### src/rtl/core/seq_pkg.sv
// ----------------------------------------------------------------------------
// seq_pkg
// Types, constants and helpers shared by the sorted event queue.
// ----------------------------------------------------------------------------
`default_nettype none

package seq_pkg;

  localparam int LIST_DEPTH    = 64;
  localparam int PAYLOAD_WIDTH = 32;

  localparam int TIME_W    = 48;
  localparam int IN_PAY_W  = 32;
  localparam int OUT_PAY_W = 32;
  localparam int OCC_W     = 7;

  localparam int ADDR_W = (LIST_DEPTH > 1) ? $clog2(LIST_DEPTH) : 1;
  localparam int SUM_W  = ADDR_W + 1;
  localparam int CNT_W  = $clog2(LIST_DEPTH + 1);

  localparam logic REQ_INSERT = 1'b0;
  localparam logic REQ_POP    = 1'b1;

  typedef enum logic [1:0] {
    ST_OK    = 2'd0,
    ST_FULL  = 2'd1,
    ST_EMPTY = 2'd2
  } status_t;

  typedef enum logic [2:0] {
    S_IDLE,
    S_SCAN,
    S_PLACE,
    S_POP,
    S_HOLD
  } state_t;

  typedef struct packed {
    logic [TIME_W-1:0]        ev_time;
    logic [PAYLOAD_WIDTH-1:0] ev_payload;
  } slot_t;

  localparam int SLOT_W = $bits(slot_t);

  typedef struct packed {
    status_t              status;
    logic [TIME_W-1:0]    ev_time;
    logic [OUT_PAY_W-1:0] ev_payload;
    logic [OCC_W-1:0]     occupancy;
    logic [OCC_W-1:0]     peak_occupancy;
  } res_t;

  typedef struct packed {
    logic load;
    res_t res;
  } out_req_t;

  // Physical slot of a list offset in the circular store.
  function automatic logic [ADDR_W-1:0] phys_addr(input logic [ADDR_W-1:0] base,
                                                  input logic [ADDR_W-1:0] off);
    logic [SUM_W-1:0] sum;
    sum = {1'b0, base} + {1'b0, off};
    if (sum >= SUM_W'(LIST_DEPTH)) begin
      sum = sum - SUM_W'(LIST_DEPTH);
    end
    return sum[ADDR_W-1:0];
  endfunction

endpackage

`default_nettype wire

### src/rtl/core/seq_chan_if.sv
// ----------------------------------------------------------------------------
// seq_in_if / seq_out_if
// Valid/ready channels for requests and results of the sorted event queue.
// ----------------------------------------------------------------------------
`default_nettype none

interface seq_in_if
  import seq_pkg::*;
  ();
  logic                valid;
  logic                ready;
  logic                req_type;
  logic [TIME_W-1:0]   event_time;
  logic [IN_PAY_W-1:0] event_payload;

  modport source (output valid, req_type, event_time, event_payload, input ready);
  modport sink   (input valid, req_type, event_time, event_payload, output ready);
endinterface


`default_nettype wire

### src/rtl/core/seq_ctrl.sv
// ----------------------------------------------------------------------------
// seq_ctrl
// Sequencer for the circular sorted store: tail-to-head insert scan with
// one shift per cycle, head pop, counts and result build.
// ----------------------------------------------------------------------------
`default_nettype none

module seq_ctrl
  import seq_pkg::*;
(
  input  wire logic              clk,
  input  wire logic              rst_n,
  seq_in_if.sink                 in_ch,
  output logic                   ram_we,
  output logic [ADDR_W-1:0]      ram_waddr,
  output logic [SLOT_W-1:0]      ram_wdata,
  output logic                   ram_re,
  output logic [ADDR_W-1:0]      ram_raddr,
  input  wire logic [SLOT_W-1:0] ram_rdata,
  output out_req_t               out_req,
  input  wire logic              can_load
);

  state_t                   state_r, state_nxt;
  logic [ADDR_W-1:0]        head_r, head_nxt;
  logic [ADDR_W-1:0]        cur_r, cur_nxt;
  logic [CNT_W-1:0]         cnt_r, cnt_nxt;
  logic [CNT_W-1:0]         peak_r, peak_nxt;
  logic [TIME_W-1:0]        t_r, t_nxt;
  logic [PAYLOAD_WIDTH-1:0] p_r, p_nxt;
  res_t                     hold_r, hold_nxt;

  slot_t            rd_slot;
  slot_t            new_slot;
  slot_t            in_slot;
  res_t             res_fin;
  logic             acc;
  logic             is_pop;
  logic             full;
  logic             empty;
  logic             gt;
  logic             fin;
  logic [CNT_W-1:0] cnt_inc;

  assign rd_slot  = slot_t'(ram_rdata);
  assign new_slot = '{ev_time: t_r, ev_payload: p_r};
  assign in_slot  = '{ev_time: in_ch.event_time,
                      ev_payload: PAYLOAD_WIDTH'(in_ch.event_payload)};

  assign in_ch.ready = (state_r == S_IDLE);
  assign acc     = in_ch.valid && in_ch.ready;
  assign is_pop  = (in_ch.req_type == REQ_POP);
  assign full    = (cnt_r == CNT_W'(LIST_DEPTH));
  assign empty   = (cnt_r == '0);
  assign gt      = (rd_slot.ev_time > t_r);
  assign cnt_inc = cnt_r + 1'b1;

  assign fin = ((state_r == S_IDLE) && acc &&
                (is_pop ? empty : (full || empty))) ||
               ((state_r == S_SCAN) && !gt) ||
               (state_r == S_PLACE) ||
               (state_r == S_POP);

  always_comb begin
    state_nxt = state_r;
    unique case (state_r)
      S_IDLE: begin
        if (acc && !fin) begin
          state_nxt = is_pop ? S_POP : S_SCAN;
        end else if (fin) begin
          state_nxt = can_load ? S_IDLE : S_HOLD;
        end
      end
      S_SCAN: begin
        if (gt) begin
          state_nxt = (cur_r == '0) ? S_PLACE : S_SCAN;
        end else begin
          state_nxt = can_load ? S_IDLE : S_HOLD;
        end
      end
      S_PLACE, S_POP: begin
        state_nxt = can_load ? S_IDLE : S_HOLD;
      end
      S_HOLD: begin
        if (can_load) begin
          state_nxt = S_IDLE;
        end
      end
      default: state_nxt = S_IDLE;
    endcase
  end

  always_comb begin
    ram_we    = 1'b0;
    ram_waddr = '0;
    ram_wdata = '0;
    ram_re    = 1'b0;
    ram_raddr = '0;
    head_nxt  = head_r;
    cur_nxt   = cur_r;
    cnt_nxt   = cnt_r;
    peak_nxt  = peak_r;
    t_nxt     = t_r;
    p_nxt     = p_r;
    res_fin   = '0;
    res_fin.status = ST_OK;

    unique case (state_r)
      S_IDLE: begin
        if (acc) begin
          t_nxt = in_slot.ev_time;
          p_nxt = in_slot.ev_payload;
          if (is_pop) begin
            if (empty) begin
              res_fin.status = ST_EMPTY;
            end else begin
              ram_re    = 1'b1;
              ram_raddr = head_r;
            end
          end else if (full) begin
            res_fin.status = ST_FULL;
          end else if (empty) begin
            ram_we    = 1'b1;
            ram_waddr = head_r;
            ram_wdata = in_slot;
            cnt_nxt   = cnt_inc;
          end else begin
            ram_re    = 1'b1;
            cur_nxt   = ADDR_W'(cnt_r - 1'b1);
            ram_raddr = phys_addr(head_r, cur_nxt);
          end
        end
      end
      S_SCAN: begin
        ram_we    = 1'b1;
        ram_waddr = phys_addr(head_r, ADDR_W'(cur_r + 1'b1));
        if (gt) begin
          ram_wdata = rd_slot;
          if (cur_r != '0) begin
            ram_re    = 1'b1;
            cur_nxt   = cur_r - 1'b1;
            ram_raddr = phys_addr(head_r, cur_nxt);
          end
        end else begin
          ram_wdata = new_slot;
          cnt_nxt   = cnt_inc;
        end
      end
      S_PLACE: begin
        ram_we    = 1'b1;
        ram_waddr = head_r;
        ram_wdata = new_slot;
        cnt_nxt   = cnt_inc;
      end
      S_POP: begin
        res_fin.ev_time    = rd_slot.ev_time;
        res_fin.ev_payload = OUT_PAY_W'(rd_slot.ev_payload);
        head_nxt = phys_addr(head_r, ADDR_W'(1));
        cnt_nxt  = cnt_r - 1'b1;
      end
      S_HOLD: begin
      end
      default: begin
      end
    endcase

    if (cnt_nxt > peak_r) begin
      peak_nxt = cnt_nxt;
    end
    res_fin.occupancy      = OCC_W'(cnt_nxt);
    res_fin.peak_occupancy = OCC_W'(peak_nxt);

    hold_nxt = (fin && !can_load) ? res_fin : hold_r;

    out_req.load = fin || (state_r == S_HOLD);
    out_req.res  = (state_r == S_HOLD) ? hold_r : res_fin;
  end

  always_ff @(posedge clk) begin
    if (!rst_n) begin
      state_r <= S_IDLE;
      head_r  <= '0;
      cur_r   <= '0;
      cnt_r   <= '0;
      peak_r  <= '0;
    end else begin
      state_r <= state_nxt;
      head_r  <= head_nxt;
      cur_r   <= cur_nxt;
      cnt_r   <= cnt_nxt;
      peak_r  <= peak_nxt;
    end
  end

  always_ff @(posedge clk) begin
    t_r    <= t_nxt;
    p_r    <= p_nxt;
    hold_r <= hold_nxt;
  end

  a_cnt_bound: assert property (@(posedge clk) disable iff (!rst_n)
    cnt_r <= CNT_W'(LIST_DEPTH))
    else $error("event count beyond list depth");

  a_peak_ge_cnt: assert property (@(posedge clk) disable iff (!rst_n)
    peak_r >= cnt_r)
    else $error("peak below current count");

  a_no_rw_clash: assert property (@(posedge clk) disable iff (!rst_n)
    (ram_we && ram_re) |-> (ram_waddr != ram_raddr))
    else $error("read and write to same slot in one cycle");

  a_pop_path: assert property (@(posedge clk) disable iff (!rst_n)
    (acc && is_pop && !empty) |=> (state_r == S_POP))
    else $error("pop of non-empty list did not enter pop state");

  a_scan_has_data: assert property (@(posedge clk) disable iff (!rst_n)
    (state_r == S_SCAN) |-> $past(ram_re))
    else $error("scan step without a pending read");

endmodule

`default_nettype wire
### src/flat_wrapper.sv
// flat-port wrapper written by rule: the top's interface ports become plain ports
module seq_ctrl_flat import seq_pkg::*;
  (clk, rst_n, ram_we, ram_waddr, ram_wdata, ram_re, ram_raddr, ram_rdata, out_req, can_load, in_ch_valid, in_ch_req_type, in_ch_event_time, in_ch_event_payload, in_ch_ready);
  seq_in_if in_ch_i ();
  input  wire logic clk;
  input  wire logic rst_n;
  output logic ram_we;
  output logic [ADDR_W-1:0] ram_waddr;
  output logic [SLOT_W-1:0] ram_wdata;
  output logic ram_re;
  output logic [ADDR_W-1:0] ram_raddr;
  input  wire logic [SLOT_W-1:0] ram_rdata;
  output out_req_t out_req;
  input  wire logic can_load;
  input wire logic [$bits(in_ch_i.valid)-1:0] in_ch_valid;
  input wire logic [$bits(in_ch_i.req_type)-1:0] in_ch_req_type;
  input wire logic [$bits(in_ch_i.event_time)-1:0] in_ch_event_time;
  input wire logic [$bits(in_ch_i.event_payload)-1:0] in_ch_event_payload;
  output wire logic [$bits(in_ch_i.ready)-1:0] in_ch_ready;
  assign in_ch_i.valid = in_ch_valid;
  assign in_ch_i.req_type = in_ch_req_type;
  assign in_ch_i.event_time = in_ch_event_time;
  assign in_ch_i.event_payload = in_ch_event_payload;
  assign in_ch_ready = in_ch_i.ready;
  seq_ctrl u_core (.clk(clk), .rst_n(rst_n), .in_ch(in_ch_i), .ram_we(ram_we), .ram_waddr(ram_waddr), .ram_wdata(ram_wdata), .ram_re(ram_re), .ram_raddr(ram_raddr), .ram_rdata(ram_rdata), .out_req(out_req), .can_load(can_load));
endmodule
### config.mk
export PLATFORM = sky130hd
export DESIGN_NAME = seq_ctrl_flat
export DESIGN_NICKNAME = d
export VERILOG_FILES = /design/src/rtl/core/seq_pkg.sv /design/src/rtl/core/seq_chan_if.sv /design/src/rtl/core/seq_ctrl.sv /design/src/flat_wrapper.sv
export SDC_FILE = /design/constraint.sdc
export NUM_CORES = 1
export LEC_CHECK = 0
export BUFFER_PORTS_ARGS = -buffer_cell sky130_fd_sc_hd__buf_4
export CAP_MARGIN = 5
export CORE_MARGIN = 4
export CORE_UTILIZATION = 30
export DETAILED_ROUTE_END_ITERATION = 8
export HOLD_SLACK_MARGIN = 0.1
export PLACE_DENSITY = 0.6
export SKIP_CTS_REPAIR_TIMING = 1
export SYNTH_ARGS = -nofsm -noshare
export SYNTH_HDL_FRONTEND = slang
export SYNTH_SLANG_ARGS = --single-unit
### constraint.sdc
create_clock -name clk -period 10.2 [get_ports clk]
set_clock_uncertainty 0.1 [all_clocks]
set_input_delay 0.51 -clock clk [delete_from_list [all_inputs] [get_ports clk]]
set_output_delay 0.51 -clock clk [all_outputs]
set_load 0.05 [all_outputs]
Word level (Yosys, flattened, before mapping)
Cells that the tools add are included.

word-level totals
  flip-flop bits (word level) = 205
  bits in latches = 0
  bits in writable memories = 0
  memory bits (read-only) = 0
  input port bits = 165
  output and inout port bits = 192
  word-level logic and storage cells = 132
  memories = 0

operators by class
  add/sub/neg operators = 12
  multipliers = 0
  divide/modulo/power cells = 0
  magnitude comparators = 6
  eq/ne operators = 13
  shift operators = 0
  muxes and demuxes = 65
  bitwise gates (word level) = 0
  reduce and logical (&&, ||, !) cells = 24

operators by type and width
  operator                                                            number
  80-bit 2-to-1 mux                                                   6
  80-bit one-hot mux with 3 select lines                              1
  6-bit 2-to-1 mux                                                    21
  96-bit 2-to-1 mux                                                   1
  48-bit > comparator                                                 1
  7-bit 2-to-1 mux                                                    6
  6-bit by 1-bit subtractor with 6-bit output, second input constant  5
  7-bit greater-or-equal comparator, second input constant            4
  7-bit one-hot mux with 4 select lines                               1
  6-bit one-hot mux with 2 select lines                               2
  6-bit by 6-bit adder with 7-bit output                              3
  6-bit one-hot mux with 3 select lines                               1
  3-bit 2-to-1 mux                                                    5
  1-bit 2-to-1 mux                                                    12
  2-bit 2-to-1 mux                                                    6
  2-bit != test, second input constant                                6
  3-bit one-hot mux with 4 select lines                               1
  6-bit by 1-bit adder with 7-bit output, second input constant       1
  7-bit by 1-bit adder with 7-bit output, second input constant       1
  7-bit equality test, second input constant                          1
  7-bit > comparator                                                  1
  7-bit logical NOT                                                   1
  7-bit AND reduction                                                 1
  7-bit by 1-bit subtractor with 7-bit output, second input constant  1
  16 further kinds                                                    31

Longest topological paths before layout
Gate-level depths: netlist (run 1).

  depth after elaboration = 11
  depth in mapped cells = 20

Worst setup path before layout (run 1)
No wires, ideal clock.

  kind = register to register
  start = register u_core.state_r[0]
  end = register u_core.hold_r[0] in the netlist's numbering, enable pin
  arrival = 9.156 ns
  data required time = 9.432 ns
  slack = 0.276 ns
  stages on the path, launching flop included = 9
  period minus slack after synthesis = 9.924 ns
  path through = dfxtp_1 -> buf_4 -> nor3_4 -> nand2_4 -> inv_2 -> nand3_1 -> a21oi_1 -> a211oi_1 -> nor3_1

between the ends
  cells in the longest elaborated chain, start to end = 8

ends and longest elaborated chain
  element                           line                text
  start: declaration                seq_ctrl.sv:24      state_t state_r, state_nxt;
  start signal: assignment          seq_ctrl.sv:187     state_r <= state_nxt;
  3-bit logical NOT *               seq_ctrl.sv:50      assign in_ch.ready = (state_r == S_IDLE);
  named net in_ch_ready             flat_wrapper.sv:19  output wire logic [$bits(in_ch_i.ready)-1:0] in_ch_ready;
  1-bit logical AND                 seq_ctrl.sv:51      assign acc = in_ch.valid && in_ch.ready;
  1-bit logical AND * (2 in a row)  seq_ctrl.sv:58      assign fin = ((state_r == S_IDLE) && acc &&
  1-bit logical OR *                seq_ctrl.sv:59      (is_pop ? empty : (full || empty))) ||
  1-bit logical OR *                seq_ctrl.sv:60      ((state_r == S_SCAN) && !gt) ||
  1-bit logical OR *                seq_ctrl.sv:61      (state_r == S_PLACE) ||
  1-bit logical AND *               seq_ctrl.sv:173     hold_nxt = (fin && !can_load) ? res_fin : hold_r;
  end signal: assignment            seq_ctrl.sv:198     hold_r <= hold_nxt;
  end: declaration                  seq_ctrl.sv:31      res_t hold_r, hold_nxt;

The timed path passes the listed nets; every way through them passes the cells marked *.
A chain may end at the register's enable or synchronous reset.

==> results of run 1 <==
-- power groups by stage --
| stage | clock network (W) | registers, W | logic [W] |
|---|---|---|---|
| 2_1_floorplan | 0 | 0.00110 | 0.000925 |
| 3_3_place_gp | 0 | 0.00110 | 0.00133 |
| 3_5_place_dp | 0 | 0.00111 | 0.00135 |
| 4_1_cts | 0.000955 | 0.00109 | 0.00135 |
| 5_1_grt | 0.000986 | 0.00110 | 0.00146 |
| 6_report | 0.000923 | 0.00109 | 0.00136 |
-- cells in the final DEF, fill, tap and decap left out, types with 13 or more instances in the layout --
cell and count:
o31ai_1 51, edfxtp_1 176, a22oi_1 55, and2_1 89, clkbuf_16 26, inv_1 78
a21o_1 127, nand3_1 15, ha_1 74, a22o_1 34, o21ai_0 25, dlygate4sd3_1 81
xnor2_1 18, dfxtp_1 28, a21oi_1 45, nand4_1 14, nor2_1 40, xor2_1 13
nand2_1 64, nor3_1 14, buf_4 370
-- layout make-up --
class	instances	area, sq um
clock buffer	36	698
clock inverter	12	148
fill	3877	22900
inverter	82	310
multi-input combinational	793	5830
sequential	205	5870
tap	525	657
timing repair buffer	451	3590
-- worst max path at each step --
stage | start | end | slack, ns | depth (start not counted)
after CTS | u_core.t_r[0]$_DFFE_PP_ | out_req[0] | 3.60 | 17
final | u_core.t_r[0]$_DFFE_PP_ | out_req[0] | 3.84 | 17
after detailed placement | ram_rdata[32] | out_req[0] | 4.00 | 19
after global placement | ram_rdata[32] | out_req[0] | 4.20 | 19
after floorplan | u_core.state_r[0]$_SDFFE_PN0P_ | u_core.hold_r[0]$_DFFE_PP_ | 0.28 | 8
after global routing | u_core.t_r[0]$_DFFE_PP_ | out_req[0] | 3.24 | 17
-- flip-flops by register name, summed over array words and instances (netlist names) --
signal and count:
u_core.hold_r 96, u_core.t_r 48, u_core.p_r 32, u_core.cnt_r 7, u_core.peak_r 7, u_core.cur_r 6, u_core.head_r 6, u_core.state_r 3
-- metal layers --
layer,share of wire (%),wire length (microns),up-vias
li1,-,-,5126
met1,44,18900,5270
met2,48,20800,324
met3,5.1,2210,72
met4,2.8,1220,0
met5,0,0,-
-- cells by family after synthesis --
kind of cell | count (synthesis)
compound gates | 398
simple gates | 272
flops | 205
buf+inv | 153
fa+ha+maj | 77
xor+xnor | 31
mux | 15
-- worst max-delay path: stages, from the launching register on --
cell	delay, ns
edfxtp_1	0.43
ha_1	0.34
nand4_1	0.14
nor4_1	0.60
and3_1	0.27
a21oi_1	0.08
nor4b_1	0.61
mux2i_1	0.38
nor2b_1	0.30
ha_1	0.19
nand4_1	0.12
a21oi_1	0.13
a211oi_1	0.09
nor2_1	0.74
nor2_1	0.08
a31o_2	0.26
o21ai_0	0.18
buf_4	0.24
-- per-stage QoR --
step           setup WS (ns)  instances  hold WS [ns]
6_report                3.84       2104         0.182
5_1_grt                 3.24       2104         0.159
3_5_place_dp            4.00       1975         0.379
4_1_cts                 3.60       2023      -0.00294
2_1_floorplan          0.276       1151         0.352
3_3_place_gp            4.20       1975         0.362
==> flow_summary.ini, run 1 <==
[run_status]
outcome = completed

[timing]
maxSlewHeadroom_pct = 37.0
rsz0062_at_grt = false
tns_ns = 0
drv_slew = 0
finalCritPeriodShare_pct = 62.4
worstMarginPinSlew_ns = 0.942
setup_viol = 0
max_freq_mhz = 157
period_needed_ns = 6.36
hold_viol_final = 0

[power]
p_int_w = 0.00203
p_sw_w = 0.00135
irDropWorstVdd_uv = 138
clkPwrFrac_pct = 27.3
swShare_pct = 40.0
seqPwrFrac_pct = 32.3
total_power_w = 0.00338
p_leak_nw = 8.18
power.density_nw_per_um2 = 198
power_frac_comb_pct = 40.4

[yosys]
yosysWarnings = 0
synth_area_leaders = edfxtp_1, a21o_1, ha_1
synth.most_common_cell = edfxtp_1
synth-edff-count = 176
synth_nets = 1393
netlist_instances = 1151
synth_area_sq_um = 12200
synth_top_family_by_area = compound AO/OA/AOI/OAI gates
yosys_register_bits = 205
synth_compound_area_share_pct = 23.7
synth_area_leader_cell = edfxtp_1
synth_fa_ha_area_share_pct = 8.05
synth_common_cells = edfxtp_1, a21o_1, and2_1
synth_mux_area_share_pct = 1.34
synth_ff_type = edfxtp_1
yosys.area_share.simple_pct = 11.9
synthDistinctLibCells = 72
avgSynthCellArea_sq_um = 10.6
synth_top_area_share_pct = 43.2
synth_seq_area_share_pct = 47.9
synth_xor_area_share_pct = 2.22
synthArstFlopShare_pct = 0

[clock_network]
root_buffer = clkbuf_16
cts-htree-levels = 1
cts_tree = yes
clockBufferDepth = 3
numCtsBuffers = 26
clock-sinks = 205
clock_latency_ns = 0.55
path_clk_slew_ns = 0.06

[place]
placed_area_sq_um = 15400
routabilityCongestion = 0.852
dp_hpwl_microns = 30000
io_buffers = 356

[floorplanning]
initial_core_util_pct = 30.6
core_sq_um = 40000
rows = 73
die_h_microns = 210
ios = 357
die-area_sq_um = 44100
die_x_microns = 210

[worst_setup_path]
worstSetupEndpointType = output port
cp-start-kind = flop
reg2reg_from = u_core.t_r[0]$_DFFE_PP_
worstReg2RegEnd = u_core.hold_r[5]$_DFFE_PP_
reg2reg_slack_ns = 4.98
cp_max_fo = 14
crit_type = flop to output port
arrival_ns = 5.75
cp.required_ns = 9.59
worst_r2r_path_depth = 14

[global_route]
met2_usage_pct = 31.2
grt_pass1_wl_microns = 64500
track_usage_pct = 18.3
gr-total-overflow = 0
grt.busiest_layer = met2
grt_pass1_vias = 10800
gr-usage-met1_pct = 24.1
grtUsageMet3_pct = 2.90
grt_max_degree = 69
grt_antenna_before_repair = 0

[drt]
drt_iter0_drc = 598
wl_per_cell_microns = 20.5
wl_microns = 43100
drc_errors = 0
first_pass_iters = 5
vias = 10800
detail-route-antenna-nets = 0
routed_via_density = 5.13

[finish]
drive_gt1_share_pct = 27.8
final_area_sq_um = 17100
n_antenna_cell = 0
num-nets-final = 1801
fin_util_pct = 42.7
syn2layout_area_growth_pct = 39.6

[job]
max-cap-violations = 0

[worst_hold_path]
hold_class = primary input to flop
min_path_cells = 2
whs_endpoint = u_core.hold_r[30]$_DFFE_PP_
min_from = ram_rdata[16]
Power figures use the tool's default switching activity.
==> inputs of run 2 (changes only) <==
clock period = 5.6 ns   (was 10.2 ns; I/O delays follow)
==> flow_summary.ini, run 2 (same netlist as run 1, synthesis figures left out) <==
[run_status]
outcome = completed

[power]
p_int_w = 0.00367
swShare_pct = 40.1
p_sw_w = 0.00246
power.density_nw_per_um2 = 340
p_leak_nw = 8.61
power_frac_comb_pct = 42.1
irDropWorstVdd_uv = 201
seqPwrFrac_pct = 32.3
clkPwrFrac_pct = 25.6

[place]
place_worst_setup_slack_ns = 0.496
routabilityCongestion = 0.860
io_buffers = 356
dp_hpwl_microns = 30300

[finish]
largest_registers = u_core.hold_r x96, u_core.t_r x48, u_core.p_r x32
final_cell_mix = buf_4, edfxtp_1, dlygate4sd3_1
largest_register_ffs = 96
syn2layout_area_growth_pct = 47.3
largest_register = u_core.hold_r
num-nets-final = 1894
drive_gt1_share_pct = 27.7
final_common_cell = buf_4

[global_route]
gr-usage-met1_pct = 23.6
track_usage_pct = 18.0
grt.busiest_layer = met2
grt_pass1_vias = 10800
grt_pass1_wl_microns = 63800
gr-total-overflow = 0
met2_usage_pct = 31.0
grt_antenna_before_repair = 1
grt_max_degree = 92
grtUsageMet3_pct = 2.74

[floorplanning]
die-area_sq_um = 44100
rows = 73
ios = 357
core_sq_um = 40000
initial_core_util_pct = 30.6
die_x_microns = 210
die_h_microns = 210

[worst_hold_path]
min_path_cells = 3
hold_class = primary input to flop

[timing]
setup_viol = 0
final.setup.worst_slack_ns = 0.303
drv_slew = 0
hold_viol_final = 0
finalCritPeriodShare_pct = 94.6
rsz0062_at_grt = false
worstMarginPinSlew_ns = 1.08
max_freq_mhz = 189
maxSlewHeadroom_pct = 28.3
tns_ns = 0
period_needed_ns = 5.30
holdWs_ns = 0.116

[drt]
routed_via_density = 5.16
drt_iter0_drc = 655
first_pass_iters = 5
wl_microns = 44200
vias = 11300
wl_per_cell_microns = 20.1
drc_errors = 0
detail-route-antenna-nets = 0

[worst_setup_path]
worst_r2r_path_depth = 19
cp-start-kind = primary input
slowest_stage = dlygate4sd3_1
critPathTopFamily = compound AO/OA/AOI/OAI gates
crit_type = primary input to output port
cp_max_fo = 9
path_common_cell = buf_4
path_depth = 21
crit_chain = dlygate4sd3_1, buf_4, ha_1, nand4_1, nor4_2, nand3b_1, a31oi_2, nor3_4, buf_12, buf_4, a211o_1, o221ai_1, inv_1, ha_1, a21o_1, a21o_1, a211oi_2, or2_4, o31ai_4, mux2_1, buf_4
arrival_ns = 4.92
critPathBufInv = 6
worstSetupEndpointType = output port
cp.required_ns = 5.22
cpPeakStageDelay_ns = 0.54

[clock_network]
clockBufferDepth = 3
numCtsBuffers = 25
clock_latency_ns = 0.53
clock-sinks = 205
cts_tree = yes
cts-htree-levels = 1
root_buffer = clkbuf_16
path_clk_slew_ns = 0.06

[job]
max-cap-violations = 0
## run 2: cell types whose count changed in the layout (fill, tap and decap cells not counted), sizes merged
cell / previous run / this run
buf: 370 / 383
bufinv: 3 / 0
clkbuf: 36 / 35
clkinv: 11 / 9
diode: 0 / 1
dlygate4sd3: 81 / 162
inv: 80 / 83
## run 2: power by group through the flow
stage / Sequential (W) / Combinational [W] / Clock [W]
3_3_place_gp: 0.00201 / 0.00245 / 0
3_5_place_dp: 0.00201 / 0.00247 / 0
5_1_grt: 0.00200 / 0.00275 / 0.00168
4_1_cts: 0.00198 / 0.00248 / 0.00162
2_1_floorplan: 0.00198 / 0.00169 / 0
6_report: 0.00198 / 0.00258 / 0.00157
## run 2: worst paths after layout
check                                endpoint                         from  slack, ns
setup reg to reg   u_core.hold_r[4]$_DFFE_PP_     u_core.t_r[47]$_DFFE_PP_       1.11
setup / recovery                   out_req[1]                ram_rdata[62]       0.30
hold reg to reg   u_core.peak_r[4]$_SDFF_PN0_  u_core.peak_r[4]$_SDFF_PN0_       0.38
hold / removal    u_core.hold_r[46]$_DFFE_PP_                ram_rdata[32]       0.12
## run 2: metal layers
metal  routed length, microns  vias to the layer above  part of all wire (%)
met5                        0                        -                     0
met4                     1370                        0                   3.1
met2                    21500                      411                    49
li1                         -                     5325                     -
met1                    18900                     5515                    43
met3                     2410                       87                   5.4
## run 2: area by class of cell
cell class | instances | area, sq um
Antenna cell | 1 | 2.50
Inverter | 82 | 310
Clock buffer | 35 | 734
Clock inverter | 10 | 58.8
Sequential cell | 205 | 5870
Tap cell | 525 | 657
Multi-Input combinational cell | 793 | 5880
Fill cell | 3716 | 22000
Timing Repair Buffer | 545 | 4520
## run 2: worst min-delay path, cell delays in order
cell and delay, ns:
buf_4 0.11, inv_1 0.09, nor3_1 0.08
## run 2: through the flow
step / cell area, sq um / cells / power, W / util [%]
finish: 18000 / 2196 / 0.00613 / 45.1
global route: 18000 / 2196 / 0.00643 / 45.1
CTS: 16300 / 2032 / 0.00608 / 40.8
detailed placement: 15500 / 1987 / 0.00448 / 38.9
global placement: 15500 / 1987 / 0.00446 / 38.9
floorplan: 12300 / 1151 / 0.00367 / -
